--- config.mk ---
export PLATFORM = sky130hd
export DESIGN_NAME = akscr_mid
export DESIGN_NICKNAME = d
export VERILOG_FILES = /design/src/hdl/akscr_pkg.sv /design/src/hdl/akscr_mid.sv
export SDC_FILE = /design/constraint.sdc
export NUM_CORES = 1
export LEC_CHECK = 0
export BUFFER_PORTS_ARGS = -buffer_cell sky130_fd_sc_hd__buf_2
export CAP_MARGIN = 20
export CORE_MARGIN = 1.5
export CORE_UTILIZATION = 31
export DETAILED_ROUTE_END_ITERATION = 8
export GPL_TIMING_DRIVEN = 0
export PLACE_DENSITY_LB_ADDON = 0.2
export REMOVE_ABC_BUFFERS = 1
export SLEW_MARGIN = 20
export SYNTH_ARGS = -nofsm -noshare
export SYNTH_HDL_FRONTEND = slang
export SYNTH_SLANG_ARGS = --single-unit
--- constraint.sdc ---
create_clock -name clk -period 3.6 [get_ports clk]
set_clock_uncertainty 0.1 [all_clocks]
set_input_delay 0.18 -clock clk [delete_from_list [all_inputs] [get_ports clk]]
set_output_delay 0.18 -clock clk [all_outputs]
set_load 0.01 [all_outputs]
--- src/hdl/akscr_pkg.sv ---
`default_nettype none
package akscr_pkg;

	localparam int KeyLen = 16;
	localparam int Alpha  = 62;
	localparam int SubLen = 78;

	typedef logic [5:0] idx_t;
	typedef logic [6:0] pos_t;
	typedef idx_t [KeyLen-1:0] key_t;

	typedef struct packed {
		logic [63:0] key_in_high;
		logic [63:0] key_in_low;
	} in_t;

	typedef struct packed {
		logic [63:0] key_out_high;
		logic [63:0] key_out_low;
		logic        bad_character;
	} out_t;

	// payload carried between pipeline stages
	typedef struct packed {
		logic bad;
		key_t key;
	} stage_t;

	localparam logic [3:0] PERM_A [KeyLen] =
		'{4'd11, 4'd9, 4'd12, 4'd0, 4'd1, 4'd4, 4'd10, 4'd13,
		  4'd3, 4'd6, 4'd7, 4'd8, 4'd15, 4'd5, 4'd2, 4'd14};
	localparam logic [3:0] PERM_B [KeyLen] =
		'{4'd1, 4'd13, 4'd5, 4'd8, 4'd7, 4'd10, 4'd0, 4'd15,
		  4'd12, 4'd3, 4'd14, 4'd11, 4'd2, 4'd9, 4'd6, 4'd4};

	localparam idx_t SUB_A [SubLen] = '{
		6'd29, 6'd43, 6'd7,  6'd5,  6'd52, 6'd58, 6'd30, 6'd59,
		6'd26, 6'd35, 6'd35, 6'd49, 6'd45, 6'd4,  6'd22, 6'd4,
		6'd0,  6'd7,  6'd4,  6'd30, 6'd51, 6'd39, 6'd16, 6'd6,
		6'd32, 6'd13, 6'd40, 6'd44, 6'd14, 6'd58, 6'd27, 6'd41,
		6'd52, 6'd33, 6'd9,  6'd30, 6'd30, 6'd52, 6'd16, 6'd45,
		6'd43, 6'd18, 6'd27, 6'd52, 6'd40, 6'd52, 6'd10, 6'd8,
		6'd10, 6'd14, 6'd10, 6'd38, 6'd27, 6'd54, 6'd48, 6'd58,
		6'd17, 6'd34, 6'd6,  6'd29, 6'd53, 6'd39, 6'd31, 6'd35,
		6'd60, 6'd44, 6'd26, 6'd34, 6'd33, 6'd31, 6'd10, 6'd36,
		6'd51, 6'd44, 6'd39, 6'd53, 6'd5,  6'd56};

	localparam idx_t SUB_B [SubLen] = '{
		6'd7,  6'd32, 6'd25, 6'd39, 6'd22, 6'd26, 6'd32, 6'd27,
		6'd17, 6'd50, 6'd22, 6'd19, 6'd36, 6'd22, 6'd40, 6'd11,
		6'd41, 6'd10, 6'd10, 6'd2,  6'd10, 6'd8,  6'd44, 6'd40,
		6'd51, 6'd7,  6'd8,  6'd39, 6'd34, 6'd52, 6'd52, 6'd4,
		6'd56, 6'd61, 6'd59, 6'd26, 6'd22, 6'd15, 6'd17, 6'd9,
		6'd47, 6'd38, 6'd45, 6'd10, 6'd0,  6'd12, 6'd9,  6'd20,
		6'd51, 6'd59, 6'd32, 6'd58, 6'd19, 6'd28, 6'd11, 6'd40,
		6'd8,  6'd28, 6'd6,  6'd0,  6'd13, 6'd47, 6'd34, 6'd60,
		6'd4,  6'd56, 6'd21, 6'd60, 6'd59, 6'd16, 6'd38, 6'd52,
		6'd61, 6'd44, 6'd8,  6'd35, 6'd4,  6'd11};

	localparam idx_t SUB_C [SubLen] = '{
		6'd60, 6'd30, 6'd12, 6'd34, 6'd33, 6'd7,  6'd15, 6'd29,
		6'd16, 6'd20, 6'd46, 6'd25, 6'd8,  6'd31, 6'd4,  6'd48,
		6'd6,  6'd44, 6'd57, 6'd16, 6'd12, 6'd58, 6'd48, 6'd59,
		6'd21, 6'd32, 6'd2,  6'd18, 6'd51, 6'd8,  6'd50, 6'd29,
		6'd58, 6'd6,  6'd24, 6'd34, 6'd11, 6'd23, 6'd57, 6'd43,
		6'd59, 6'd50, 6'd10, 6'd56, 6'd27, 6'd32, 6'd12, 6'd59,
		6'd16, 6'd4,  6'd40, 6'd39, 6'd26, 6'd10, 6'd49, 6'd56,
		6'd51, 6'd60, 6'd21, 6'd37, 6'd12, 6'd56, 6'd39, 6'd15,
		6'd53, 6'd11, 6'd33, 6'd43, 6'd52, 6'd37, 6'd30, 6'd25,
		6'd19, 6'd55, 6'd7,  6'd34, 6'd48, 6'd36};

	// table offset: index (0..61) plus position (0..15) always stays below 78
	function automatic pos_t sub_pos(input idx_t v, input logic [3:0] i);
		return pos_t'(v) + pos_t'(i);
	endfunction

	// sum of two indexes is below 124, one conditional subtract suffices
	function automatic idx_t add_mod(input idx_t a, input idx_t b);
		logic [6:0] s;
		s = 7'(a) + 7'(b);
		return (s >= 7'(Alpha)) ? idx_t'(s - 7'(Alpha)) : idx_t'(s);
	endfunction

	function automatic logic char_bad(input logic [7:0] c);
		return (c < 8'd48) || (c > 8'd122);
	endfunction

	function automatic idx_t char_index(input logic [7:0] c);
		logic [7:0] d;
		if (char_bad(c)) begin
			d = 8'd0;
		end else if (c > 8'd90) begin
			d = c - 8'd61;
		end else if (c > 8'd57) begin
			d = c - 8'd55;
		end else begin
			d = c - 8'd48;
		end
		return d[5:0];
	endfunction

	function automatic logic [7:0] index_char(input idx_t d);
		logic [7:0] w;
		w = 8'(d);
		if (d >= 6'd36) begin
			return w + 8'd61;
		end else if (d >= 6'd10) begin
			return w + 8'd55;
		end
		return w + 8'd48;
	endfunction

endpackage
`default_nettype wire

--- src/hdl/akscr_mid.sv ---
`default_nettype none
// Stage 2: first permuted add, then second substitution.
module akscr_mid (
	input  wire logic                clk,
	input  wire logic                arst_n,
	input  wire logic                in_valid,
	output logic                     in_ready,
	input  wire akscr_pkg::stage_t   in_data,
	output logic                     out_valid,
	input  wire logic                out_ready,
	output akscr_pkg::stage_t        out_data
);

	logic              valid_s2;
	akscr_pkg::stage_t data_s2;
	akscr_pkg::stage_t next;
	akscr_pkg::idx_t   mixed;

	always_comb begin
		next.bad = in_data.bad;
		next.key = '0;
		mixed    = '0;
		for (int i = 0; i < akscr_pkg::KeyLen; i++) begin
			mixed = akscr_pkg::add_mod(in_data.key[i],
				in_data.key[akscr_pkg::PERM_A[i]]);
			next.key[i] = akscr_pkg::SUB_B[akscr_pkg::sub_pos(mixed, 4'(i))];
		end
	end

	assign in_ready = !valid_s2 || out_ready;

	always_ff @(posedge clk or negedge arst_n) begin
		if (!arst_n) begin
			valid_s2 <= 1'b0;
		end else if (in_ready) begin
			valid_s2 <= in_valid;
		end
	end

	always_ff @(posedge clk) begin
		if (in_valid && in_ready) begin
			data_s2 <= next;
		end
	end

	assign out_valid = valid_s2;
	assign out_data  = data_s2;

endmodule
`default_nettype wire

### Word level (Yosys, flattened, before mapping)

Memories as Yosys holds them, arrays and structs flattened. A register that Yosys moved wholly into a read port is not among the register bits.
Cells that the tools add are included.
Widths: inputs -> output; s select.

| storage, ports and cells | value |
|---|---|
| bits in registers | 2 |
| bits in read-only memories | 12288 |
| bits of input ports | 101 |
| output and inout bits | 99 |
| word-level logic and storage cells | 116 |
| memories kept | 16 |

Memory list:

| name | words | width | read ports | clocked after memory_dff | write ports | RTL line | source |
|---|---|---|---|---|---|---|---|
| (name not given) | 128 | 6 | 1 | 1 | 0 | akscr_mid.sv:26 | `next.key[i] = akscr_pkg::SUB_B[akscr_pkg::sub_pos(mixed, 4'(i))];` |
| (name not given) | 128 | 6 | 1 | 1 | 0 | akscr_mid.sv:26 |  |
| (name not given) | 128 | 6 | 1 | 1 | 0 | akscr_mid.sv:26 |  |
| (name not given) | 128 | 6 | 1 | 1 | 0 | akscr_mid.sv:26 |  |
| (name not given) | 128 | 6 | 1 | 1 | 0 | akscr_mid.sv:26 |  |
| (name not given) | 128 | 6 | 1 | 1 | 0 | akscr_mid.sv:26 |  |
| 10 more memories | - | - | - | - | - | - |  |

| operators by class | value |
|---|---|
| add/subtract/negate cells | 47 |
| order comparisons | 16 |
| mux-type cells | 16 |
| bitwise operators | 16 |
| reductions and logical operators | 3 |

Operators by type and width:

| cell | number |
|---|---|
| $not 7->8 | 15 |
| $add 6x6->7 | 16 |
| $ge 7x6->1 const B | 16 |
| $mux 6 | 16 |
| $sub 6x6->6 const B | 16 |
| $add 6x4->7 const B | 8 |
| $add 6x3->7 const B | 4 |
| $add 6x2->7 const B | 2 |
| $not 6->8 | 1 |
| $add 6x1->7 const B | 1 |
| $logic_and 1x1->1 | 1 |
| $logic_not 1->1 | 1 |
| $logic_or 1x1->1 | 1 |

### Longest topological paths before layout

| depth | value |
|---|---|
| word-level depth | 5 |
| depth in mapped cells | 25 |
| mapped depth without buffers | 22 |

### Least setup slack after synthesis

No wires, ideal clock.

| path | value |
|---|---|
| kind | in2reg |
| from | in in_data[36] in the netlist's numbering |
| to | reg, netlist name out_data[37] |
| library setup time | 256 ps |
| data arrival time | 5036 ps |
| data required time | 3244 ps |
| path slack | -1792 ps |
| stages on the path | 21 |
| buffers on the path | 3 |
| cell sequence | ha_1 fa_1 a21o_1 a21oi_1 xor2_1 nor3_1 a21oi_1 xnor2_1 inv_1 ha_1 clkbuf_1 xnor3_1 nand3_1 o21a_1 and3_1 clkbuf_1 clkbuf_1 o21ai_0 a211oi_1 a21oi_1 o211a_1 |

| on the way | value |
|---|---|
| word-level cells in the longest chain between the ends | 5 |
| elaborated cells on any way between the ends | 6 |
| those cells by class | add/sub: 3; order compare: 1; mux: 1; bitwise: 1 |

Ends and longest elaborated chain:

| what | RTL line | source |
|---|---|---|
| from (decl) | akscr_mid.sv:8 | `input wire akscr_pkg::stage_t in_data,` |
| $add 6x6->7 * | akscr_pkg.sv:80 | `s = 7'(a) + 7'(b);` |
| $sub 6x6->6 / $ge 7x6->1 (equally long branches) | akscr_pkg.sv:81 | `return (s >= 7'(Alpha)) ? idx_t'(s - 7'(Alpha)) : idx_t'(s);` |
| $mux 6 * | akscr_pkg.sv:81 |  |
| $add 6x3->7 * | akscr_pkg.sv:74 | `return pos_t'(v) + pos_t'(i);` |
| $not 7->8 (implied by the code) * | akscr_mid.sv:26 |  |

Every way passes the cells marked *; elsewhere a longest branch is shown, timed or not.
A chain may end at the register's enable or synchronous reset.

### Worst setup path in the final report

| path | value |
|---|---|
| from | in in_data[84] in the netlist's numbering |
| to | reg, netlist name out_data[90] |

| on the way | value |
|---|---|
| word-level cells in the longest chain between the ends | 5 |
| elaborated cells on any way between the ends | 6 |
| those cells by class | add/sub: 3; order compare: 1; mux: 1; bitwise: 1 |

Ends and longest elaborated chain:

| what | RTL line |
|---|---|
| $add 6x6->7 * | akscr_pkg.sv:80 |
| $sub 6x6->6 / $ge 7x6->1 (equally long branches) | akscr_pkg.sv:81 |
| $mux 6 * | akscr_pkg.sv:81 |
| $add 6x4->7 * | akscr_pkg.sv:74 |
| $not 7->8 (implied by the code) * | akscr_mid.sv:26 |

Marks and branches as above.

==> results.sh <==
export IMPL_netlist_area_um2=27900
export IMPL_setup_viol=42
export IMPL_slowest_stage="fa_2"
export IMPL_layout_setup_ws_ns=-0.411
export IMPL_fin_cells=5721
export IMPL_die_x_um=303
export IMPL_final_common_cell="buf_4"
export IMPL_drc=0
export IMPL_antenna_left=0
export IMPL_cts_buffer_depth=2
export IMPL_track_usage=0.228
export IMPL_cts_buffers=9
export IMPL_drive_gt1_frac=0.393
export IMPL_final_cell_mix="buf_4, nor2_1, nand2_1, a21oi_1, o21ai_0"
export IMPL_dp_cells=5026
export IMPL_place_ws_ns=-3.52
export IMPL_grt_max_degree=45
export IMPL_die_area_um2=91800
export IMPL_finalCritPeriodShare=1.11
export IMPL_utilization=0.470
export IMPL_cts_root_buf="clkbuf_16"
export IMPL_status="complete, but fails checks"
export IMPL_place_area_um2=29700
export IMPL_hold_viol=0
export IMPL_synth_seq_cells=98
export IMPL_slew_viol_final=0
export IMPL_initial_core_util=0.314
export IMPL_peakVddDrop_v=0.000436
export IMPL_drt_iter0_drc=4086
export IMPL_power_density_nw_per_um2=764
export IMPL_worstHoldPathType="in2reg"
export IMPL_io_buffer_count=199
export IMPL_insertion_delay_ns=0.44
export IMPL_start_kind="primary input"
export IMPL_path_class="in2reg"
export IMPL_die_y_um=303
export IMPL_diodes=0
export IMPL_required_ns=3.67
export IMPL_routed_wl_um=117000
export IMPL_cts_sinks=98
export IMPL_arrival_ns=4.08
export IMPL_endpoint_kind="register"
export IMPL_cp_max_fo=5
export IMPL_synth_edf_count=97
export IMPL_post_route_cell_area_um2=41700
export IMPL_syn_area_per_cell_um2=7.12
export IMPL_htree_levels=3
export IMPL_post_drt_wl_per_cell_um=20.5
export IMPL_synth_cell_types=124
export IMPL_tns_ns=-6.92
export IMPL_io_pins=200
export IMPL_path_buf_inv=6
export IMPL_antenna_found_initial=7
export IMPL_area_delta_synth_final_pct=49.6
export IMPL_netlist_instances=3917
export IMPL_leakagePower_uw=0.0161
export IMPL_cts_tree="built"
export IMPL_fmax_ghz=0.249
export IMPL_cp_top_family="adder cells"
export IMPL_ys_warn_count=0
export IMPL_core_area_um2=88800
export IMPL_rows=109
export IMPL_nets=4943
export IMPL_via_per_inst=6.25
export IMPL_slew_headroom=0.352
export IMPL_dpl_hpwl_um=69600
export IMPL_drtPass1Iterations=6
export IMPL_yosys_most_used_dff="edfxtp_1"
export IMPL_fin_crit_ns=4.01
export IMPL_gr_total_overflow=0
export IMPL_maxCapViolCount=0
export IMPL_rsz0062_at_grt="true"
export IMPL_via_count=35700
export IMPL_path_cells="buf_8 > buf_12 > ha_4 > inv_2 > fa_2 > inv_4 > ha_4 > a31oi_2 > or3_4 > o311ai_4 > xnor2_2 > ha_2 > inv_4 > xnor2_4 > clkinv_4 > nor2_4 > a21oi_2 > o211ai_1 > a21oi_1 > or3_1"
export IMPL_grt_pass1_wl_um=173000
export IMPL_gp_congestion=0.923
export IMPL_path_clk_slew_ns=0.10
export IMPL_worst_pin_slew_ns=0.954
export IMPL_slowest_delay_ns=0.45
export IMPL_violations="negative setup slack"
export IMPL_grt_pass1_vias=31700
export IMPL_yosysSeqAreaShare=0.105
export IMPL_async_flop_share=0.0102
==> flip-flops by register name (all words and copies together) (netlist names) <==
signal / cells
out_valid: 1
out_data: 97
==> power breakdown <==
| group | internal [uW] | switching, uW |
|---|---|---|
| registers | 2040 | 191 |
| logic | 12800 | 15600 |
| clock network | 548 | 668 |
| total | 15400 | 16500 |
==> metal layers <==
layer | track usage | routed length (um) | vias to the layer above
met5 | 0 | 90 | -
met4 | 0.0810 | 4550 | 14
met1 | 0.296 | 47200 | 16800
met3 | 0.0392 | 10500 | 455
li1 | - | - | 16300
met2 | 0.379 | 55100 | 2211
==> synthesized netlist by cell type (40+ instances only) <==
cell type    n  area, um2
clkbuf_1   220        826
ha_1       275       3440
or3_1       51        319
a311oi_1    42        368
xnor2_1     92        806
nor3_1     148        741
buf_2       40        200
nand3_1    102        510
nand2_1    351       1320
a211oi_1   111        833
edfxtp_1    97       2910
a31oi_1     92        576
nor2_1     387       1450
mux2i_1     47        470
a21o_1      58        435
o211ai_1    75        563
inv_1      165        619
o21ai_0    283       1420
a21oi_1    354       1770
==> logic make-up (layout without fill, tap and decap cells) <==
kind of cell,count (synthesis),in the layout,synth area share
multiplexers,97,100,0.0457
AND/OR/NAND/NOR,1299,1306,0.221
adder cells (fa/ha/maj),293,293,0.136
buffers and inverters,451,1069,0.0632
flip-flops,98,98,0.105
AO/OA/AOI/OAI,1542,1543,0.382
XOR/XNOR,137,147,0.0472
==> worst paths after layout <==
kind	startpoint	to	slack, ns	cells after the start
setup / recovery	in_data[84]	out_data[90]$_DFFE_PP_	-0.41	20
hold / removal	in_data[96]	out_data[96]$_DFFE_PP_	0.34	2
setup reg to reg	out_valid$_DFFE_PN0N_	out_data[43]$_DFFE_PP_	1.81	3
hold reg to reg	out_valid$_DFFE_PN0N_	out_data[19]$_DFFE_PP_	0.88	2
max in group asynchronous	arst_n	out_valid$_DFFE_PN0N_	2.82	3
min in group asynchronous	arst_n	out_valid$_DFFE_PN0N_	0.48	3
==> worst register-to-register path, stage by stage (launching register included) <==
cell	delay, ns
dfrtp_1	0.39
nand2b_1	0.11
and2_4	0.48
buf_16	0.29
==> final cells by class <==
| class | instances | area, um2 |
|---|---|---|
| clock buffers | 9 | 225 |
| flip-flops and latches | 98 | 2940 |
| repair buffers | 867 | 7290 |
| clock inverters | 7 | 75.1 |
| well taps | 1165 | 1460 |
| inverters | 179 | 847 |
| repair inverters | 7 | 51.3 |
| fillers | 8232 | 47100 |
| multi-input cells | 3389 | 28800 |
==> what timing repair did <==
action                                  in CTS  in global routing
setup buffers                              391                258
pin swaps                                  255                321
gates cloned                                27                  5
resized for setup                          763                570
endpoints found under the setup margin      96                 95
endpoints found under the hold margin        3                  0
hold buffers                                 5                  0
==> stage by stage <==
step	total power [uW]	hold WS (ns)
2_1_floorplan	15400	-0.216
3_3_place_gp	20100	-0.144
3_5_place_dp	20200	-0.143
4_1_cts	26900	0.308
5_1_grt	33800	0.353
6_report	31900	0.343
(Power assumes the default switching activity.)
