<file path="src/hdl/akscr_pkg.sv">
`default_nettype none
package akscr_pkg;

	localparam int KeyLen = 16;
	localparam int Alpha  = 62;
	localparam int SubLen = 78;

	typedef logic [5:0] idx_t;
	typedef logic [6:0] pos_t;
	typedef idx_t [KeyLen-1:0] key_t;

	typedef struct packed {
		logic [63:0] key_in_high;
		logic [63:0] key_in_low;
	} in_t;

	typedef struct packed {
		logic [63:0] key_out_high;
		logic [63:0] key_out_low;
		logic        bad_character;
	} out_t;

	// payload carried between pipeline stages
	typedef struct packed {
		logic bad;
		key_t key;
	} stage_t;

	localparam logic [3:0] PERM_A [KeyLen] =
		'{4'd11, 4'd9, 4'd12, 4'd0, 4'd1, 4'd4, 4'd10, 4'd13,
		  4'd3, 4'd6, 4'd7, 4'd8, 4'd15, 4'd5, 4'd2, 4'd14};
	localparam logic [3:0] PERM_B [KeyLen] =
		'{4'd1, 4'd13, 4'd5, 4'd8, 4'd7, 4'd10, 4'd0, 4'd15,
		  4'd12, 4'd3, 4'd14, 4'd11, 4'd2, 4'd9, 4'd6, 4'd4};

	localparam idx_t SUB_A [SubLen] = '{
		6'd29, 6'd43, 6'd7,  6'd5,  6'd52, 6'd58, 6'd30, 6'd59,
		6'd26, 6'd35, 6'd35, 6'd49, 6'd45, 6'd4,  6'd22, 6'd4,
		6'd0,  6'd7,  6'd4,  6'd30, 6'd51, 6'd39, 6'd16, 6'd6,
		6'd32, 6'd13, 6'd40, 6'd44, 6'd14, 6'd58, 6'd27, 6'd41,
		6'd52, 6'd33, 6'd9,  6'd30, 6'd30, 6'd52, 6'd16, 6'd45,
		6'd43, 6'd18, 6'd27, 6'd52, 6'd40, 6'd52, 6'd10, 6'd8,
		6'd10, 6'd14, 6'd10, 6'd38, 6'd27, 6'd54, 6'd48, 6'd58,
		6'd17, 6'd34, 6'd6,  6'd29, 6'd53, 6'd39, 6'd31, 6'd35,
		6'd60, 6'd44, 6'd26, 6'd34, 6'd33, 6'd31, 6'd10, 6'd36,
		6'd51, 6'd44, 6'd39, 6'd53, 6'd5,  6'd56};

	localparam idx_t SUB_B [SubLen] = '{
		6'd7,  6'd32, 6'd25, 6'd39, 6'd22, 6'd26, 6'd32, 6'd27,
		6'd17, 6'd50, 6'd22, 6'd19, 6'd36, 6'd22, 6'd40, 6'd11,
		6'd41, 6'd10, 6'd10, 6'd2,  6'd10, 6'd8,  6'd44, 6'd40,
		6'd51, 6'd7,  6'd8,  6'd39, 6'd34, 6'd52, 6'd52, 6'd4,
		6'd56, 6'd61, 6'd59, 6'd26, 6'd22, 6'd15, 6'd17, 6'd9,
		6'd47, 6'd38, 6'd45, 6'd10, 6'd0,  6'd12, 6'd9,  6'd20,
		6'd51, 6'd59, 6'd32, 6'd58, 6'd19, 6'd28, 6'd11, 6'd40,
		6'd8,  6'd28, 6'd6,  6'd0,  6'd13, 6'd47, 6'd34, 6'd60,
		6'd4,  6'd56, 6'd21, 6'd60, 6'd59, 6'd16, 6'd38, 6'd52,
		6'd61, 6'd44, 6'd8,  6'd35, 6'd4,  6'd11};

	localparam idx_t SUB_C [SubLen] = '{
		6'd60, 6'd30, 6'd12, 6'd34, 6'd33, 6'd7,  6'd15, 6'd29,
		6'd16, 6'd20, 6'd46, 6'd25, 6'd8,  6'd31, 6'd4,  6'd48,
		6'd6,  6'd44, 6'd57, 6'd16, 6'd12, 6'd58, 6'd48, 6'd59,
		6'd21, 6'd32, 6'd2,  6'd18, 6'd51, 6'd8,  6'd50, 6'd29,
		6'd58, 6'd6,  6'd24, 6'd34, 6'd11, 6'd23, 6'd57, 6'd43,
		6'd59, 6'd50, 6'd10, 6'd56, 6'd27, 6'd32, 6'd12, 6'd59,
		6'd16, 6'd4,  6'd40, 6'd39, 6'd26, 6'd10, 6'd49, 6'd56,
		6'd51, 6'd60, 6'd21, 6'd37, 6'd12, 6'd56, 6'd39, 6'd15,
		6'd53, 6'd11, 6'd33, 6'd43, 6'd52, 6'd37, 6'd30, 6'd25,
		6'd19, 6'd55, 6'd7,  6'd34, 6'd48, 6'd36};

	// table offset: index (0..61) plus position (0..15) always stays below 78
	function automatic pos_t sub_pos(input idx_t v, input logic [3:0] i);
		return pos_t'(v) + pos_t'(i);
	endfunction

	// sum of two indexes is below 124, one conditional subtract suffices
	function automatic idx_t add_mod(input idx_t a, input idx_t b);
		logic [6:0] s;
		s = 7'(a) + 7'(b);
		return (s >= 7'(Alpha)) ? idx_t'(s - 7'(Alpha)) : idx_t'(s);
	endfunction

	function automatic logic char_bad(input logic [7:0] c);
		return (c < 8'd48) || (c > 8'd122);
	endfunction

	function automatic idx_t char_index(input logic [7:0] c);
		logic [7:0] d;
		if (char_bad(c)) begin
			d = 8'd0;
		end else if (c > 8'd90) begin
			d = c - 8'd61;
		end else if (c > 8'd57) begin
			d = c - 8'd55;
		end else begin
			d = c - 8'd48;
		end
		return d[5:0];
	endfunction

	function automatic logic [7:0] index_char(input idx_t d);
		logic [7:0] w;
		w = 8'(d);
		if (d >= 6'd36) begin
			return w + 8'd61;
		end else if (d >= 6'd10) begin
			return w + 8'd55;
		end
		return w + 8'd48;
	endfunction

endpackage
`default_nettype wire

</file>
<file path="src/hdl/akscr_back.sv">
`default_nettype none
// Stage 3: second permuted add, then third substitution.
module akscr_back (
	input  wire logic                clk,
	input  wire logic                arst_n,
	input  wire logic                in_valid,
	output logic                     in_ready,
	input  wire akscr_pkg::stage_t   in_data,
	output logic                     out_valid,
	input  wire logic                out_ready,
	output akscr_pkg::stage_t        out_data
);

	logic              valid_s3;
	akscr_pkg::stage_t data_s3;
	akscr_pkg::stage_t next;
	akscr_pkg::idx_t   mixed;

	always_comb begin
		next.bad = in_data.bad;
		next.key = '0;
		mixed    = '0;
		for (int i = 0; i < akscr_pkg::KeyLen; i++) begin
			mixed = akscr_pkg::add_mod(in_data.key[i],
				in_data.key[akscr_pkg::PERM_B[i]]);
			next.key[i] = akscr_pkg::SUB_C[akscr_pkg::sub_pos(mixed, 4'(i))];
		end
	end

	assign in_ready = !valid_s3 || out_ready;

	always_ff @(posedge clk or negedge arst_n) begin
		if (!arst_n) begin
			valid_s3 <= 1'b0;
		end else if (in_ready) begin
			valid_s3 <= in_valid;
		end
	end

	always_ff @(posedge clk) begin
		if (in_valid && in_ready) begin
			data_s3 <= next;
		end
	end

	assign out_valid = valid_s3;
	assign out_data  = data_s3;

endmodule
`default_nettype wire

</file>
<file path="config.mk">
export PLATFORM = sky130hd
export DESIGN_NAME = akscr_back
export DESIGN_NICKNAME = d
export VERILOG_FILES = /design/src/hdl/akscr_pkg.sv /design/src/hdl/akscr_back.sv
export SDC_FILE = /design/constraint.sdc
export NUM_CORES = 1
export LEC_CHECK = 0
export ABC_AREA = 1
export CAP_MARGIN = 0
export CORE_MARGIN = 2
export CORE_UTILIZATION = 25
export CTS_CLUSTER_DIAMETER = 30
export DETAILED_ROUTE_END_ITERATION = 10
export DONT_BUFFER_PORTS = 1
export PLACE_DENSITY = 0.45
export SYNTH_ARGS = -nofsm -noshare
export SYNTH_HDL_FRONTEND = slang
export SYNTH_SLANG_ARGS = --single-unit
</file>
<file path="constraint.sdc">
create_clock -name clk -period 6 [get_ports clk]
set_input_delay 0.3 -clock clk [delete_from_list [all_inputs] [get_ports clk]]
set_output_delay 0.3 -clock clk [all_outputs]
set_load 0.01 [all_outputs]
</file>
; Yosys cells after proc, flatten, opt, wreduce, memory -nomap -nowiden
; Memories as Yosys holds them, arrays and structs flattened. A register that Yosys moved wholly into a read port is not among the register bits.
; Cells that the tools add are included.
[op_classes]
mux = 16
n_reduce_logical = 3
add_sub_neg = 47
shift = 0
n_mul = 0
n_eq_ne = 0
n_lt_le_gt_ge = 16
bitwise = 16
div = 0
[ops]
columns = cell, count
row1 = $not A7 Y8, 15
row2 = $add A6 B6 Y7, 16
row3 = $ge A7 B6 Y1 const B, 16
row4 = $mux W6, 16
row5 = $sub A6 B6 Y6 const B, 16
row6 = $add A6 B4 Y7 const B, 8
row7 = $add A6 B3 Y7 const B, 4
row8 = $add A6 B2 Y7 const B, 2
row9 = $not A6 Y8, 1
row10 = $add A6 B1 Y7 const B, 1
row11 = $logic_and A1 B1 Y1, 1
row12 = $logic_not A1 Y1, 1
row13 = $logic_or A1 B1 Y1, 1
[totals]
register_bits = 2
ram_bits = 0
elab_cells = 116
output_inout_bits = 99
latchBits = 0
rom_bits = 12288
mem_count = 16
[memory_table]
columns = name, depth, width, rd, rd_clocked_by_memory_dff, wr, line
row1 = (name not given), 128, 6, 1, 1, 0, akscr_back.sv:26  ; next.key[i] = akscr_pkg::SUB_C[akscr_pkg::sub_pos(mixed, 4'(i))];
row2 = (name not given), 128, 6, 1, 1, 0, akscr_back.sv:26
row3 = (name not given), 128, 6, 1, 1, 0, akscr_back.sv:26
row4 = (name not given), 128, 6, 1, 1, 0, akscr_back.sv:26
row5 = (name not given), 128, 6, 1, 1, 0, akscr_back.sv:26
row6 = (name not given), 128, 6, 1, 1, 0, akscr_back.sv:26
row7 = 10 more memories, --, --, --, --, --, --

; Depth between registers and ports, before layout
[depth]
word_depth = 5
depth_mapped = 29

; Worst setup path after synthesis
; Ideal clock, no wire load.
[synth_path]
path_kind = register to register
startpoint = register valid_s3 (netlist: out_valid)
endpoint = register out_data[0] (netlist name)
period_less_slack_ps = 5727
path_stages_with_launch = 2
required_ps = 5415
t_arrival_ps = 5143
setup_slack_ps = 273
n_path_buf = 0
path_cell_list = dfrtp_1 -> a21oi_1
[synth_between]
elab_chain_len = 3
[synth_lines]
columns = element, line
row1 = start: declaration, akscr_back.sv:14  ; logic valid_s3;
row2 = start signal: assignment, akscr_back.sv:36  ; valid_s3 <= in_valid;
row3 = $logic_not A1 Y1, akscr_back.sv:30  ; assign in_ready = !valid_s3 || out_ready;
row4 = $logic_or A1 B1 Y1, akscr_back.sv:30
row5 = $logic_and A1 B1 Y1, akscr_back.sv:41  ; if (in_valid && in_ready) begin
; No other way between the ends.
; A chain may end at the register's enable or synchronous reset.

; Worst setup path after layout
[layout_path]
startpoint = input port in_data[24] (netlist name)
endpoint = register out_data[93] (netlist name)
[layout_between]
elab_chain_len = 5
word_cells_on_any_way = 6
[layout_lines]
columns = element, line
row1 = start: declaration, akscr_back.sv:8  ; input wire akscr_pkg::stage_t in_data,
row2 = $add A6 B6 Y7 (*), akscr_pkg.sv:80  ; s = 7'(a) + 7'(b);
row3 = $sub A6 B6 Y6 / $ge A7 B6 Y1 (equally long branches), akscr_pkg.sv:81  ; return (s >= 7'(Alpha)) ? idx_t'(s - 7'(Alpha)) : idx_t'(s);
row4 = $mux W6 (*), akscr_pkg.sv:81
row5 = $add A6 B4 Y7 (*), akscr_pkg.sv:74  ; return pos_t'(v) + pos_t'(i);
row6 = $not A7 Y8 (implied by the code) (*), akscr_back.sv:26
; Every way passes the cells marked *; elsewhere a longest branch is shown, timed or not.

==> impl_metrics.csv <==
group,metric,value,unit
status,status,"complete, no violations",
synth,synth_nets,4845,
critical_path,r2r_slack,3670,ps
detailed_routing,wl_per_cell,15.66,um
pwr,intPower,4.051,mW
sta,hold_viol_final,0,
synth,synth_cells,4489,
pwr,p_clk_share,6.7,%
critical_path,r2r-start,"out_valid$_DFFE_PN0N_",
detailed_routing,final_antenna_net_count,0,
layout,layout-drive-gt1-share,6.183,%
synth,synth_seq_area_share,11.57,%
clock_network,clock_latency,420,ps
critical_path,cp-end-kind,"flip-flop",
global_routing,grt_use_total,16.73,%
synth,ys_types,62,
global_routing,grt_pass1_wl,140900,um
detailed_routing,vias_per_cell,4.956,
layout,synthToLayoutAreaGrowth,4.960,%
placed_design,globalplace.congestion,0.9115,
sta,rsz0062_at_grt,"false",
critical_path,worst_ep_arrival_time,4500,ps
pwr,p_leak,14.24,nW
pwr,ir_drop,0.1453,mV
critical_path,startpoint_type,"input pin",
clock_network,cts.path.max_buffers,2,
synth,synth_area,25400,um2
detailed_routing,route.detailed.drc,0,
sta,post-route-min-period,4319,ps
synth,synth_edf_count,97,
layout,final_common_cell,"nand2_1",
detailed_routing,drtIter0Drc,2369,
layout,nNetsFinal,4734,
worst_hold_path,min_path_type,"input pin to asynchronous set/reset pin",
clock_network,cts_resized,0,
pwr,power_switching,6.483,mW
sta,drv_slew,0,
global_routing,antenna_found_initial,7,
pwr,p_comb_share,79.3,%
sta,tns,0,ps
global_routing,grt_pass1_vias,25870,
placed_design,hpwl,69670,um
floorplanning,chipHeight,322.8,um
pwr,total_power,10.53,mW
floorplanning,core_area,100400,um2
synth,yosysWarnings,0,
sta,worst_slew_pin_slew,965.0,ps
global_routing,grt_max_degree,51,
floorplanning,rows,116,
clock_network,cts_sinks,98,
detailed_routing,routed_wl,89890,um
critical_path,cp.required,6180,ps
synth,async_flop_share,1.020,%
detailed_routing,dr.pass1.iters,5,
synth,synth-seq-cells,98,
floorplanning,design.die.area,104200,um2
detailed_routing,num_vias,28450,
clock_network,cts_root_buf,"clkbuf_16",
layout,final_cell_mix,"nand2_1 (1831), nand3_1 (790), inv_1 (406)",
placed_design,port_buffers,0,
sta,setup_viol,0,
clock_network,clk_pin_slew,90,ps
pwr,power.share.switching,61.54,%
critical_path,path_class,"input pin to flip-flop",
critical_path,r2r_end,"out_data[44]$_DFFE_PP_",
clock_network,cts_buffers,9,
sta,skew,13.11,ps
floorplanning,die_w,322.8,um
critical_path,rr_worst_depth,2,
sta,hold_ws,83.31,ps
synth,synth-main-ff-cell,"edfxtp_1",
clock_network,h-tree-depth,3,
pwr,powerDensity,395.1,nW/um2
sta,fin_crit_sh,71.99,%
sta,slew_headroom,35.51,%
global_routing,overflow,0,
clock_network,cts_tree,"built",
floorplanning,start_util,25.29,%
floorplanning,io-pin-count,200,
sta,timing.fmax,0.2315,GHz
job,maxCapViolCount,0,
pwr,share_seq_of_total_power,14.0,%
synth,synth_area_per_cell,5.659,um2
clock_network,postCtsSetupBuffers,0,
critical_path,cp_max_fo,23,
==> how the worst max path moves through the flow <==
stage | from | end | slack, ps
after floorplan | out_valid$_DFFE_PN0N_ | out_data[0]$_DFFE_PP_ | 270
after global placement | in_data[24] | out_data[93]$_DFFE_PP_ | 1390
after detailed placement | in_data[24] | out_data[93]$_DFFE_PP_ | 1320
after CTS | in_data[24] | out_data[93]$_DFFE_PP_ | 1790
after global routing | in_data[24] | out_data[93]$_DFFE_PP_ | 1250
final | in_data[24] | out_data[93]$_DFFE_PP_ | 1680
==> sequential cells by signal (all words and copies together) (netlist names) <==
name and count:
out_data 97, out_valid 1
==> logic make-up (layout without fill, tap and decap cells) <==
| group | count (synthesis) | count (layout) | share of synthesized area, % |
|---|---|---|---|
| compound gates | 392 | 392 | 8.856 |
| other cells | 0 | 1 | 0 |
| simple gates | 3093 | 3093 | 53.96 |
| buf+inv | 587 | 481 | 10.01 |
| flops | 98 | 98 | 11.57 |
| fa+ha+maj | 255 | 255 | 13.00 |
| mux | 1 | 1 | 0.04433 |
| xor+xnor | 63 | 63 | 2.556 |
==> cells in the mapped netlist, types with 2 or more instances <==
cell type / number / share of area (%)
a21boi_0: 6 / 0.18
a21o_1: 4 / 0.12
a21oi_1: 111 / 2.2
a21oi_2: 9 / 0.31
a21oi_4: 2 / 0.13
a31oi_1: 7 / 0.17
and2_1: 4 / 0.098
buf_2: 41 / 0.81
buf_4: 39 / 1.2
buf_6: 19 / 0.84
clkbuf_1: 32 / 0.47
clkinv_1: 8 / 0.12
edfxtp_1: 97 / 11
fa_1: 15 / 1.2
ha_1: 240 / 12
inv_1: 406 / 6.0
inv_2: 41 / 0.61
nand2_1: 1831 / 27
nand2_2: 90 / 2.2
nand2_4: 13 / 0.58
nand3_1: 790 / 16
nand3_2: 23 / 0.91
nand3_4: 9 / 0.62
nand3b_1: 32 / 0.95
nand4_1: 77 / 1.9
nand4_2: 2 / 0.098
nor2_1: 172 / 2.5
nor2_2: 16 / 0.39
nor2_4: 4 / 0.18
nor3_1: 4 / 0.079
o211ai_1: 41 / 1.2
o21a_1: 5 / 0.15
o21ai_0: 168 / 3.3
o21ai_1: 20 / 0.39
o221ai_1: 2 / 0.069
o22ai_1: 3 / 0.074
o311ai_0: 2 / 0.069
o311ai_1: 3 / 0.10
or2_1: 3 / 0.074
or2_2: 17 / 0.42
xnor2_1: 18 / 0.62
xnor2_2: 4 / 0.26
xor2_1: 32 / 1.1
xor2_2: 9 / 0.58
==> routing by layer <==
metal	GRT usage, %	wire [um]	up-vias
met1	22.54	41320	12920
met2	26.96	40730	918
met5	0	57	-
met3	3.585	6295	99
met4	4.217	1482	8
li1	-	-	14500
==> timing repair <==
item	CTS	global route
setup endpoints to repair	0	0
endpoints found under the hold margin	3	0
hold buffers	3	0
==> power by group through the flow <==
stage	sequential, mW	clock, mW	combinational (mW)
after floorplan	1.37	0	6.61
after global placement	1.52	0	8.39
after detailed placement	1.51	0	8.24
after CTS	1.50	0.765	8.28
after global routing	1.51	0.769	9.48
final	1.48	0.708	8.35
==> layout make-up <==
| class | count | area [um2] |
|---|---|---|
| clock buffer | 10 | 229.0 |
| timing repair buffer | 10 | 82.58 |
| fill | 11610 | 73770 |
| sequential | 98 | 2938 |
| inverter | 455 | 1708 |
| multi-input combinational | 3804 | 19930 |
| tap | 1357 | 1698 |
| clock inverter | 6 | 72.57 |
| antenna | 1 | 2.502 |
==> critical path, stage by stage <==
cell,delay [ps]
ha_1,190
inv_1,70
fa_1,390
xor2_1,210
inv_1,90
ha_1,180
nand3_1,100
nor2_2,150
nand2_2,120
nand3_2,150
nand2_1,80
nand2_2,140
ha_1,260
inv_1,90
ha_1,710
inv_1,340
nand2_1,150
o21ai_0,120
or2_2,290
nand2_1,70
nand3_1,80
nand3_1,70
nand2_1,60
nand2_1,50
nand2_1,50
==> metrics by stage <==
step / std cells / setup WS [ps] / util, % / instance area (um2)
CTS: 5740 / 1786 / 26.54 / 26660
finish: 5741 / 1681 / 26.55 / 26660
global route: 5741 / 1248 / 26.55 / 26660
detailed placement: 5721 / 1317 / 26.21 / 26330
floorplan: 4489 / 272.9 / - / 25400
global placement: 5721 / 1392 / 26.21 / 26330
Power figures use the tool's default switching activity.
