[src/hdl/akscr_pkg.sv]
`default_nettype none
package akscr_pkg;

	localparam int KeyLen = 16;
	localparam int Alpha  = 62;
	localparam int SubLen = 78;

	typedef logic [5:0] idx_t;
	typedef logic [6:0] pos_t;
	typedef idx_t [KeyLen-1:0] key_t;

	typedef struct packed {
		logic [63:0] key_in_high;
		logic [63:0] key_in_low;
	} in_t;

	typedef struct packed {
		logic [63:0] key_out_high;
		logic [63:0] key_out_low;
		logic        bad_character;
	} out_t;

	// payload carried between pipeline stages
	typedef struct packed {
		logic bad;
		key_t key;
	} stage_t;

	localparam logic [3:0] PERM_A [KeyLen] =
		'{4'd11, 4'd9, 4'd12, 4'd0, 4'd1, 4'd4, 4'd10, 4'd13,
		  4'd3, 4'd6, 4'd7, 4'd8, 4'd15, 4'd5, 4'd2, 4'd14};
	localparam logic [3:0] PERM_B [KeyLen] =
		'{4'd1, 4'd13, 4'd5, 4'd8, 4'd7, 4'd10, 4'd0, 4'd15,
		  4'd12, 4'd3, 4'd14, 4'd11, 4'd2, 4'd9, 4'd6, 4'd4};

	localparam idx_t SUB_A [SubLen] = '{
		6'd29, 6'd43, 6'd7,  6'd5,  6'd52, 6'd58, 6'd30, 6'd59,
		6'd26, 6'd35, 6'd35, 6'd49, 6'd45, 6'd4,  6'd22, 6'd4,
		6'd0,  6'd7,  6'd4,  6'd30, 6'd51, 6'd39, 6'd16, 6'd6,
		6'd32, 6'd13, 6'd40, 6'd44, 6'd14, 6'd58, 6'd27, 6'd41,
		6'd52, 6'd33, 6'd9,  6'd30, 6'd30, 6'd52, 6'd16, 6'd45,
		6'd43, 6'd18, 6'd27, 6'd52, 6'd40, 6'd52, 6'd10, 6'd8,
		6'd10, 6'd14, 6'd10, 6'd38, 6'd27, 6'd54, 6'd48, 6'd58,
		6'd17, 6'd34, 6'd6,  6'd29, 6'd53, 6'd39, 6'd31, 6'd35,
		6'd60, 6'd44, 6'd26, 6'd34, 6'd33, 6'd31, 6'd10, 6'd36,
		6'd51, 6'd44, 6'd39, 6'd53, 6'd5,  6'd56};

	localparam idx_t SUB_B [SubLen] = '{
		6'd7,  6'd32, 6'd25, 6'd39, 6'd22, 6'd26, 6'd32, 6'd27,
		6'd17, 6'd50, 6'd22, 6'd19, 6'd36, 6'd22, 6'd40, 6'd11,
		6'd41, 6'd10, 6'd10, 6'd2,  6'd10, 6'd8,  6'd44, 6'd40,
		6'd51, 6'd7,  6'd8,  6'd39, 6'd34, 6'd52, 6'd52, 6'd4,
		6'd56, 6'd61, 6'd59, 6'd26, 6'd22, 6'd15, 6'd17, 6'd9,
		6'd47, 6'd38, 6'd45, 6'd10, 6'd0,  6'd12, 6'd9,  6'd20,
		6'd51, 6'd59, 6'd32, 6'd58, 6'd19, 6'd28, 6'd11, 6'd40,
		6'd8,  6'd28, 6'd6,  6'd0,  6'd13, 6'd47, 6'd34, 6'd60,
		6'd4,  6'd56, 6'd21, 6'd60, 6'd59, 6'd16, 6'd38, 6'd52,
		6'd61, 6'd44, 6'd8,  6'd35, 6'd4,  6'd11};

	localparam idx_t SUB_C [SubLen] = '{
		6'd60, 6'd30, 6'd12, 6'd34, 6'd33, 6'd7,  6'd15, 6'd29,
		6'd16, 6'd20, 6'd46, 6'd25, 6'd8,  6'd31, 6'd4,  6'd48,
		6'd6,  6'd44, 6'd57, 6'd16, 6'd12, 6'd58, 6'd48, 6'd59,
		6'd21, 6'd32, 6'd2,  6'd18, 6'd51, 6'd8,  6'd50, 6'd29,
		6'd58, 6'd6,  6'd24, 6'd34, 6'd11, 6'd23, 6'd57, 6'd43,
		6'd59, 6'd50, 6'd10, 6'd56, 6'd27, 6'd32, 6'd12, 6'd59,
		6'd16, 6'd4,  6'd40, 6'd39, 6'd26, 6'd10, 6'd49, 6'd56,
		6'd51, 6'd60, 6'd21, 6'd37, 6'd12, 6'd56, 6'd39, 6'd15,
		6'd53, 6'd11, 6'd33, 6'd43, 6'd52, 6'd37, 6'd30, 6'd25,
		6'd19, 6'd55, 6'd7,  6'd34, 6'd48, 6'd36};

	// table offset: index (0..61) plus position (0..15) always stays below 78
	function automatic pos_t sub_pos(input idx_t v, input logic [3:0] i);
		return pos_t'(v) + pos_t'(i);
	endfunction

	// sum of two indexes is below 124, one conditional subtract suffices
	function automatic idx_t add_mod(input idx_t a, input idx_t b);
		logic [6:0] s;
		s = 7'(a) + 7'(b);
		return (s >= 7'(Alpha)) ? idx_t'(s - 7'(Alpha)) : idx_t'(s);
	endfunction

	function automatic logic char_bad(input logic [7:0] c);
		return (c < 8'd48) || (c > 8'd122);
	endfunction

	function automatic idx_t char_index(input logic [7:0] c);
		logic [7:0] d;
		if (char_bad(c)) begin
			d = 8'd0;
		end else if (c > 8'd90) begin
			d = c - 8'd61;
		end else if (c > 8'd57) begin
			d = c - 8'd55;
		end else begin
			d = c - 8'd48;
		end
		return d[5:0];
	endfunction

	function automatic logic [7:0] index_char(input idx_t d);
		logic [7:0] w;
		w = 8'(d);
		if (d >= 6'd36) begin
			return w + 8'd61;
		end else if (d >= 6'd10) begin
			return w + 8'd55;
		end
		return w + 8'd48;
	endfunction

endpackage
`default_nettype wire

[src/hdl/akscr_front.sv]
`default_nettype none
// Stage 1: character decode and first substitution.
module akscr_front (
	input  wire logic              clk,
	input  wire logic              arst_n,
	input  wire logic              in_valid,
	output logic                   in_ready,
	input  wire akscr_pkg::in_t    in_data,
	output logic                   out_valid,
	input  wire logic              out_ready,
	output akscr_pkg::stage_t      out_data
);

	logic              valid_s1;
	akscr_pkg::stage_t data_s1;
	akscr_pkg::stage_t next;
	logic [127:0]      chars;

	assign chars = {in_data.key_in_high, in_data.key_in_low};

	always_comb begin
		next.bad = 1'b0;
		next.key = '0;
		for (int i = 0; i < akscr_pkg::KeyLen; i++) begin
			next.bad = next.bad | akscr_pkg::char_bad(chars[8*i +: 8]);
			next.key[i] = akscr_pkg::SUB_A[akscr_pkg::sub_pos(
				akscr_pkg::char_index(chars[8*i +: 8]), 4'(i))];
		end
	end

	assign in_ready = !valid_s1 || out_ready;

	always_ff @(posedge clk or negedge arst_n) begin
		if (!arst_n) begin
			valid_s1 <= 1'b0;
		end else if (in_ready) begin
			valid_s1 <= in_valid;
		end
	end

	always_ff @(posedge clk) begin
		if (in_valid && in_ready) begin
			data_s1 <= next;
		end
	end

	assign out_valid = valid_s1;
	assign out_data  = data_s1;

endmodule
`default_nettype wire

[config.mk]
export PLATFORM = sky130hd
export DESIGN_NAME = akscr_front
export DESIGN_NICKNAME = d
export VERILOG_FILES = /design/src/hdl/akscr_pkg.sv /design/src/hdl/akscr_front.sv
export SDC_FILE = /design/constraint.sdc
export NUM_CORES = 1
export LEC_CHECK = 0
export ABC_AREA = 1
export BUFFER_PORTS_ARGS = -buffer_cell sky130_fd_sc_hd__buf_4
export CORE_MARGIN = 2
export CORE_UTILIZATION = 24
export DETAILED_ROUTE_END_ITERATION = 10
export PLACE_DENSITY_LB_ADDON = 0.05
export SYNTH_ARGS = -nofsm -noshare
export SYNTH_HDL_FRONTEND = slang
export SYNTH_SLANG_ARGS = --single-unit
[constraint.sdc]
create_clock -name clk -period 18 [get_ports clk]
set_input_delay 3.6 -clock clk [delete_from_list [all_inputs] [get_ports clk]]
set_output_delay 3.6 -clock clk [all_outputs]
set_load 0.02 [all_outputs]
After elaboration in Yosys (flattened, before gate mapping)
Memories as Yosys holds them, arrays and structs flattened. A register that Yosys moved wholly into a read port is not among the register bits.
Index checks and enable logic that the tools add are counted.
W data, S select, Z words.
{"block": "word_totals", "register_bits": 2, "latch_bits": 0, "ram_bits": 0, "rom_bits": 12288, "wordCells": 243, "n_memories": 16}
{"block": "classes", "add_sub_neg": 63, "mul": 0, "div": 0, "n_lt_le_gt_ge": 64, "n_eq_ne": 0, "shifts": 0, "mux": 48, "n_bitwise": 31, "reduce_logical": 19}
{"memory": "(name not given)", "words": 128, "width": 6, "rd": 1, "rd_ports_with_merged_regs": 1, "wr": 0, "line_no": "akscr_front.sv:26", "text": "next.key[i] = akscr_pkg::SUB_A[akscr_pkg::sub_pos("}
{"memory": "(name not given)", "words": 128, "width": 6, "rd": 1, "rd_ports_with_merged_regs": 1, "wr": 0, "line_no": "akscr_front.sv:26"}
{"memory": "(name not given)", "words": 128, "width": 6, "rd": 1, "rd_ports_with_merged_regs": 1, "wr": 0, "line_no": "akscr_front.sv:26"}
{"memory": "(name not given)", "words": 128, "width": 6, "rd": 1, "rd_ports_with_merged_regs": 1, "wr": 0, "line_no": "akscr_front.sv:26"}
{"memory": "(name not given)", "words": 128, "width": 6, "rd": 1, "rd_ports_with_merged_regs": 1, "wr": 0, "line_no": "akscr_front.sv:26"}
{"memory": "(name not given)", "words": 128, "width": 6, "rd": 1, "rd_ports_with_merged_regs": 1, "wr": 0, "line_no": "akscr_front.sv:26"}
{"memory": "+10 memories"}
{"cell": "$mux W6", "n": 48}
{"cell": "$sub A6 B6 Y6 const B", "n": 48}
{"cell": "$gt A8 B7 Y1 const B", "n": 32}
{"cell": "$gt A8 B6 Y1 const B", "n": 16}
{"cell": "$lt A8 B6 Y1 const B", "n": 16}
{"cell": "$not A7 Y8", "n": 15}
{"cell": "$add A6 B4 Y7 const B", "n": 8}
{"cell": "$add A6 B3 Y7 const B", "n": 4}
{"cell": "$logic_or A1 B1 Y1", "n": 17}
{"cell": "$or A1 B1 Y1", "n": 15}
{"cell": "$add A6 B2 Y7 const B", "n": 2}
{"cell": "$not A6 Y8", "n": 1}
{"cell": "$add A6 B1 Y7 const B", "n": 1}
{"cell": "$logic_and A1 B1 Y1", "n": 1}
{"cell": "$logic_not A1 Y1", "n": 1}

Logic depth before layout (Yosys ltp)
Gate-level depths: netlist of the first run.
{"block": "logic_depth", "depth_word": 17, "ltp_mapped": 25, "mapped_depth_nobuf": 24}

Worst setup path before layout of the first run
OpenSTA, ideal clock, no wires.
{"block": "synth_timing", "path_type": "input port to flip-flop", "start": "input port in_valid", "end": "register, netlist name out_data[0]", "setup_ps": 585, "arrival_time_ps": 8325, "required_time_ps": 17415, "setup_slack_ps": 9091, "path_stages": 2, "n_path_buf": 0, "path_cell_list": "inv_1 > a21oi_1"}
{"block": "synth_via", "elab_chain_cells": 1}
{"item": "start: declaration", "line_no": "akscr_front.sv:6", "text": "input wire logic in_valid,"}
{"item": "$logic_and A1 B1 Y1", "line_no": "akscr_front.sv:42", "text": "if (in_valid && in_ready) begin"}
No other way between the ends.
A chain may end at the register's enable or synchronous reset.

Worst setup path after layout of the first run
{"block": "layout_timing", "start": "input port in_data[8] (netlist name)", "end": "register, netlist name out_data[11]"}
{"block": "layout_via", "elab_chain_cells": 6, "elab_cells_between_ends": 13, "cone_classes": "add/sub (4); order compare (4); mux (3); bitwise (1); reduce/logical (1)"}
{"item": "start: declaration", "line_no": "akscr_front.sv:8", "text": "input wire akscr_pkg::in_t in_data,"}
{"item": "$gt A8 B6 Y1, or another cell as far along", "line_no": "akscr_pkg.sv:94", "text": "end else if (c > 8'd57) begin"}
{"item": "$mux W6", "line_no": "akscr_pkg.sv:94"}
{"item": "$mux W6", "line_no": "akscr_pkg.sv:92", "text": "end else if (c > 8'd90) begin"}
{"item": "$mux W6 *", "line_no": "akscr_pkg.sv:90", "text": "if (char_bad(c)) begin"}
{"item": "$add A6 B1 Y7 *", "line_no": "akscr_pkg.sv:74", "text": "return pos_t'(v) + pos_t'(i);"}
{"item": "$not A7 Y8 (implied by the code) *", "line_no": "akscr_front.sv:26"}
Every way passes the cells marked *; elsewhere a longest branch is shown, timed or not.

==> impl_results.md, run 1 <==
- Status: finished, final reports clean
- Setup Buffers After CTS: 0
- Die width: 343 µm
- WP data arrival: slightly below 8 ns
- Endpoint, Worst Hold: out_valid
- Adder and majority gate portion of the synthesized area: 0.107
- Routed vias: 32386
- Worst clock skew: 0.0132 ns
- Max Freq: roughly 130 MHz
- RSZ-0062 raised after global routing: no
- Area grow syn2layout: 11.0%
- Hpwl dp: 81900 µm
- Synth Area in XOR/XNOR: 0.0364
- Drt drc: 0
- Rel. slew slack: 0.317
- Pre-Repair DR Iteration Count: 6
- CTS tree: built
- Root Buffer: clkbuf_16
- # H-tree levels: 3
- I/O pins: 231
- Syn_area_per_cell: 5.37 µm²
- WS Path Type: in -> reg
- # port buffers: 230
- Simple-Gate Fraction of Synth Area: 0.532
- Max-slew violations: 0
- Largest family of logic cells by synthesized area: simple AND/OR/NAND/NOR gates
- Vias per cell: between 4 and 5
- Cell area after synthesis: around 28000 µm²
- GR Overflow Total: 0
- Core Rows: 124
- Critical R2R Launch: out_valid
- Fill count: between 10000 and 15000
- Drt total wl: 106000 µm
- CP endpoint kind: flop
- GP Congestion: about 0.87
- Reg2reg path depth: 3
- DRT iter0 DRCs: about 2300
- Worst Hold Launch: out_valid
- CP Launch Type: input pin
- ANT nets after route: 0
- Post-route clock period utilization: 0.431
- Post-Syn Nets: 5503
- Post-cts sizing count: 0
- Leak Pwr: ~0.016 µW
- Area of the core: 114000 µm²
- Reg2reg setup slack: roughly 16 ns
- PD cells: 61.6 nW/µm²
- Register bit count reported by yosys: 98
- Count of cell types in the netlist: 51
- Vias in the first global route: 30688
- Worst vdd ir: just over 0.06 mV
- CTS Hold Bufs: 0
- Synth Area in Compound Gates: 0.114
- Largest net degree at the start of global routing: 51
- Share of cells above drive strength 1: 0.0829
- Reg-to-Reg End: out_data[96]
- All-layer global routing usage: 0.176
- Main flop type after synthesis: edfxtp_1
- # nets final: 5571
- Clock transition at path regs: ~0.09 ns
- Num Clock Sinks: 98
- EDFF count, synth: 97
- Die Span Y: 343 µm
- Max Fanout on Critical Path: 22
- Finished Core Util: 0.268
- Synthesized netlist cell count: 5136
- Tmin final: 7.75 ns
- Worst skew pair latency: 0.44 ns
- Setup TNS: 0 ns
- CP Data Required Time: 18.20 ns
- WHS Path Cells: 2
- Final Hold Fails: 0
- Ant diodes: 0
- CTS max path bufs: 2
- # Max-Cap Violations: 0
- Number of setup violations in the final report: 0
- Yosys warnings: 0
- Die Area: 118000 µm²
- Global-route wire length before repair: roughly 170000 µm
- WL/cell: 15.8 µm
- Ys async rst share: 0.0102
- CTS buffer count: 9
- Mux contribution to synthesized area: 0
- Seq/Total Area, Yosys: 0.107
- Initial antenna violation count: 1
- Hold WC Path Type: reg -> reg
- Slew @ Worst Pin: between 1 and 1.5 ns
- Starting Density: 0.241
[kinds of logic after synthesis]
| logic type | Yosys count |
|---|---|
| AO/OA/AOI/OAI | 581 |
| XOR/XNOR | 110 |
| adder cells (fa/ha/maj) | 235 |
| buffers and inverters | 686 |
| flip-flops | 98 |
| AND/OR/NAND/NOR | 3426 |
[cell usage after synthesis, types with 13 or more instances]
library cell	n	area (µm²)
nand2_2	40	250
edfxtp_1	97	2910
nand3_1	797	3990
xnor2_1	14	123
nand2_1	2111	7920
buf_6	13	146
nand4_1	51	319
or2_2	16	100
o21ai_0	391	1960
o21bai_1	13	97.6
clkbuf_1	56	210
nor2_1	314	1180
buf_2	78	390
nand3_2	21	210
a21oi_1	94	470
buf_4	30	225
nor3_1	18	90.1
o21ai_1	26	130
ha_1	235	2940
xor2_1	92	806
o211ai_1	24	180
inv_2	34	128
inv_1	462	1730
[cell usage in the layout, fill, tap and decap left out, types with 5 or more instances in the layout]
cell type     n
nor2_4        6
nand3_2      21
clkinv_1      5
nor3_2       11
nand2_1    2111
buf_4       242
nor2_1      314
xnor2_1      14
nor2_2        8
o21ai_1      26
nand3_4       6
inv_2        34
clkbuf_16     9
o21bai_1     13
ha_1        235
xor2_1       92
nand3b_1      9
inv_1       462
nor3_1       18
a31oi_1       8
edfxtp_1     97
o21a_1        5
nand2_2      40
o211ai_1     24
nand2_4       5
o21ai_2       6
o21ai_0     391
or2_2        16
nand4_1      51
a21oi_4       7
a21oi_1      93
nand3_1     797
[worst max-delay path by stage]
stage                              end  slack (ns)         from  depth (start not counted)
after floorplan            out_data[0]        9.09     in_valid                          2
after global placement    out_data[11]        9.78   in_data[8]                         22
after detailed placement  out_data[10]        9.89   in_data[8]                         22
after CTS                     in_ready       10.36    out_ready                          4
after global routing      out_data[11]        9.82  in_data[12]                         22
final                     out_data[11]       10.25   in_data[8]                         22
[stage by stage]
stage | power [µW] | instance area, µm² | worst slack [ns] | hold slack, ns | cells
after CTS | 1910 | 30600 | 10.36 | 0.625 | 6721
after global placement | 1690 | 30300 | 9.78 | 0.603 | 6705
final | 1880 | 30600 | 10.25 | 0.619 | 6721
after floorplan | 1280 | 27600 | 9.09 | 0.768 | 5136
after global routing | 2090 | 30600 | 9.82 | 0.657 | 6721
after detailed placement | 1640 | 30300 | 9.89 | 0.601 | 6705
[sequential cells by signal, indices dropped and copies added, names as in the netlist]
register and cells:
out_data 97, out_valid 1
[critical path, cell delays in order]
cell and delay (ns):
buf_4 0.14, inv_1 0.08, ha_1 0.21, nand2_1 0.10, nand3_1 0.14, nand2_2 0.16, nor2_1 0.05, nor2_1 0.23
nand2_2 0.26, inv_2 0.20, ha_1 0.33, inv_1 0.07, ha_1 0.74, clkinv_1 0.61, nand2_1 0.38, o21ai_0 0.14
nand3_1 0.10, nand3_1 0.11, nand3_1 0.11, nand2_1 0.05, nand2_1 0.05, nand2_1 0.06
[power breakdown]
part / switching (µW) / leakage (µW) / total [µW] / internal, µW
clock: 131 / 0.000149 / 241 / 110
combinational: 904 / 0.0153 / 1320 / 416
sequential: 15.2 / 0.000938 / 324 / 309
[routing by layer]
| metal | global-route usage | part of all wire |
|---|---|---|
| met2 | 0.286 | 0.46 |
| met3 | 0.0206 | 0.042 |
| met4 | 0.0522 | 0.022 |
| met1 | 0.244 | 0.48 |
| met5 | 0 | 0 |
[area by class of cell]
cell class / instances / area (µm²) / area share
clock buffer: 9 / 225 / 0.00736
timing repair buffer: 242 / 1820 / 0.0594
clock inverter: 7 / 73.8 / 0.00241
tap: 1512 / 1890 / 0.0618
inverter: 501 / 1880 / 0.0616
sequential: 98 / 2940 / 0.0960
multi-input combinational: 4352 / 21800 / 0.711
(Power assumes the default switching activity.)
==> run 2: changes to the inputs <==
- ABC_AREA: 1 -> 0
- clock period: 18 -> 6.25 ns (I/O delays scaled with it)
==> run 2 against run 1 <==
Effect of this change:
- utilization rose by 0.82 points
- flip-flop and latch count did not move
- final cell count fell by 19%
- area after synthesis rose by 0.59%
- clock-buffer cell count did not move
- critical path type unchanged
- largest cell class unchanged
==> impl_results.md, run 2 <==
- Worst vdd ir: 0.184 mV
- RSZ-0062 raised after global routing: no
- I/O pins: 231
- Hold_ws: 0.544 ns
- Cell area after synthesis: 27700 µm²
- Main flop type after synthesis: edfxtp_1
- Dominant cells by area after synthesis: ha_1, edfxtp_1, nand2_1
- Slew @ Worst Pin: 1.00 ns
- Vias in the first global route: 28925
- Pre-Repair DR Iteration Count: 5
- Max Fanout on Critical Path: 15
- CP max stage delay: 0.64 ns
- Most frequent cells in the layout: buf_4, nand2_1, nor2_1
- Cells along the critical path: buf_4 -> inv_1 -> ha_1 -> o21bai_1 -> a311o_1 -> a221oi_1 -> a2111oi_0 -> nor2_1 -> inv_2 -> ha_1 -> inv_1 -> nor2_1 -> nand2_1 -> a21oi_1 -> a2111oi_0 -> nor4_1 -> a211o_1
- Die Area: between 100000 and 150000 µm²
- # nets final: 4298
- Area after DPL: 31300 µm²
- Initial antenna violation count: 3
- Ant diodes: 0
- Starting Density: 0.242
- Tmin final: 5.44 ns
- CTS tree: built
- Commonest cells post-synth: nand2_1, nor2_1, a21oi_1, o21ai_0, ha_1
- CP endpoint kind: flop
- DRT iter0 DRCs: ~2500
- Reg2reg setup slack: between 4 and 5 ns
- Synth area leader: ha_1
- GR Overflow Total: 0
- Drt total wl: 107000 µm
- Share of cells above drive strength 1: 0.150
- Leak Pwr: ~0.012 µW
- Vias per cell: 5.64
- Setup Buffers After CTS: 0
- Reg2reg path depth: 3
- Max-slew violations: 0
- Global-route wire length before repair: 168000 µm
- All-layer global routing usage: 0.174
- Rel. slew slack: 0.328
- Register bit count reported by yosys: 98
- Core Rows: 124
- Hold WC Path Type: in -> async
- CTS Hold Bufs: 0
- Share of the synthesized area in the top cell type: 0.106
- Die width: between 300 and 400 µm
- Num Clock Sinks: 98
- Syn_area_per_cell: 7.26 µm²
- Setup TNS: 0 ns
- Count of cell types in the netlist: 126
- Post-route clock period utilization: 0.871
- EDFF count, synth: 97
- WL/cell: between 15 and 20 µm
- Commonest non-fill, non-tap cell in the layout: buf_4
- Critical R2R Launch: out_valid
- Post-Syn Nets: ~4200
- Worst skew pair latency: between 0.4 and 0.5 ns
- # H-tree levels: 3
- Worst clock skew: 0.00721 ns
- # Max-Cap Violations: 0
- Reg-to-Reg End: out_data[27]
- Ys async rst share: 0.0102
- Drt drc: 0
- ANT nets after route: 0
- GP Congestion: slightly above 0.8
- Area of the core: 115000 µm²
- Hpwl dp: 79100 µm
- Root Buffer: clkbuf_16
- Design area: about 32000 µm²
- WS Path Type: in -> reg
- Die Span Y: 344 µm
- Most common cell in the netlist: nand2_1
- Largest net degree at the start of global routing: 53
- PD cells: about 170 nW/µm²
- Yosys warnings: 0
- Area grow syn2layout: 14.0%
- CP Launch Type: input pin
- Clock transition at path regs: 0.09 ns
- Fill count: 12587
- Status: finished, final reports clean
- Finished Core Util: 0.276
- Routed vias: 30709
- Max Freq: 184 MHz
- Number of setup violations in the final report: 0
- Final Hold Fails: 0
- CP max stage cell: nor2_1
- Number of flip-flops under the largest register name: a little under 100
- Post-cts sizing count: 0
- # port buffers: 230
- Seq/Total Area, Yosys: 0.106
- CTS max path bufs: 2
- WP data arrival: approximately 5.7 ns
- Synthesized netlist cell count: 3821
- CTS buffer count: 9
- CP Data Required Time: 6.46 ns
## run 2: changes by cell type after synthesis, sizes merged, moves of 69 or more
cell,change
nand2,-1801
nand3,-704
inv,-311
a21oi,+165
o21ai,-140
clkbuf,+123
a211oi,+118
xnor2,+100
o211ai,+89
nor3,+82
xor2,-70
a31oi,+69
mux2i,+69
## run 2: per-layer routing
layer | wire (µm) | vias to the layer above | part of all wire | global-route usage
met2 | 50100 | 769 | 0.47 | 0.284
li1 | - | 14935 | - | -
met5 | 27 | - | 0.00025 | 0
met4 | 1850 | 4 | 0.017 | 0.0451
met1 | 50600 | 14902 | 0.47 | 0.243
met3 | 4190 | 99 | 0.039 | 0.0177
## run 2: cell type report
cell class | instances | area (µm²) | area share
multi-input combinational | 3252 | 22900 | 0.726
sequential | 98 | 2940 | 0.0929
timing repair buffer | 374 | 2820 | 0.0892
tap | 1512 | 1890 | 0.0598
inverter | 196 | 736 | 0.0233
clock buffer | 9 | 225 | 0.00712
clock inverter | 7 | 61.3 | 0.00194
## run 2: stage by stage
stage	total power, µW	worst slack (ns)	instances
after floorplan	3550	0.906	3821
after global placement	4820	0.394	5432
after detailed placement	4700	0.455	5432
after CTS	5460	0.949	5448
after global routing	5850	0.495	5448
final	5410	0.809	5448
## run 2: worst max path at each step
stage                 start           end  slack [ns]  cells past startpoint
2_1_floorplan   in_data[10]   out_data[9]        0.91                     18
3_3_place_gp   in_data[120]  out_data[92]        0.39                     17
3_5_place_dp   in_data[120]  out_data[92]        0.45                     17
4_1_cts        in_data[120]  out_data[92]        0.95                     17
5_1_grt        in_data[120]  out_data[92]        0.49                     17
6_report       in_data[120]  out_data[92]        0.81                     17
## run 2: critical path: cells and delay by family
family | cells | cell delay, ns
AOI/OAI and AO/OA | 7 | 1.95
adders and majority gates | 2 | 0.63
buffers and inverters | 4 | 0.84
and+or+nand+nor | 4 | 0.99
## run 2: logic make-up after synthesis
family,Yosys count,share of synthesized area
compound gates,1496,0.381
flops,98,0.106
mux,141,0.0709
simple gates,1238,0.219
xor+xnor,140,0.0484
buf+inv,471,0.0681
fa+ha+maj,237,0.107
## run 2: where the power goes
part | internal [µW] | switching [µW]
Combinational | 1460 | 2320
Clock | 279 | 416
Sequential | 887 | 50.7
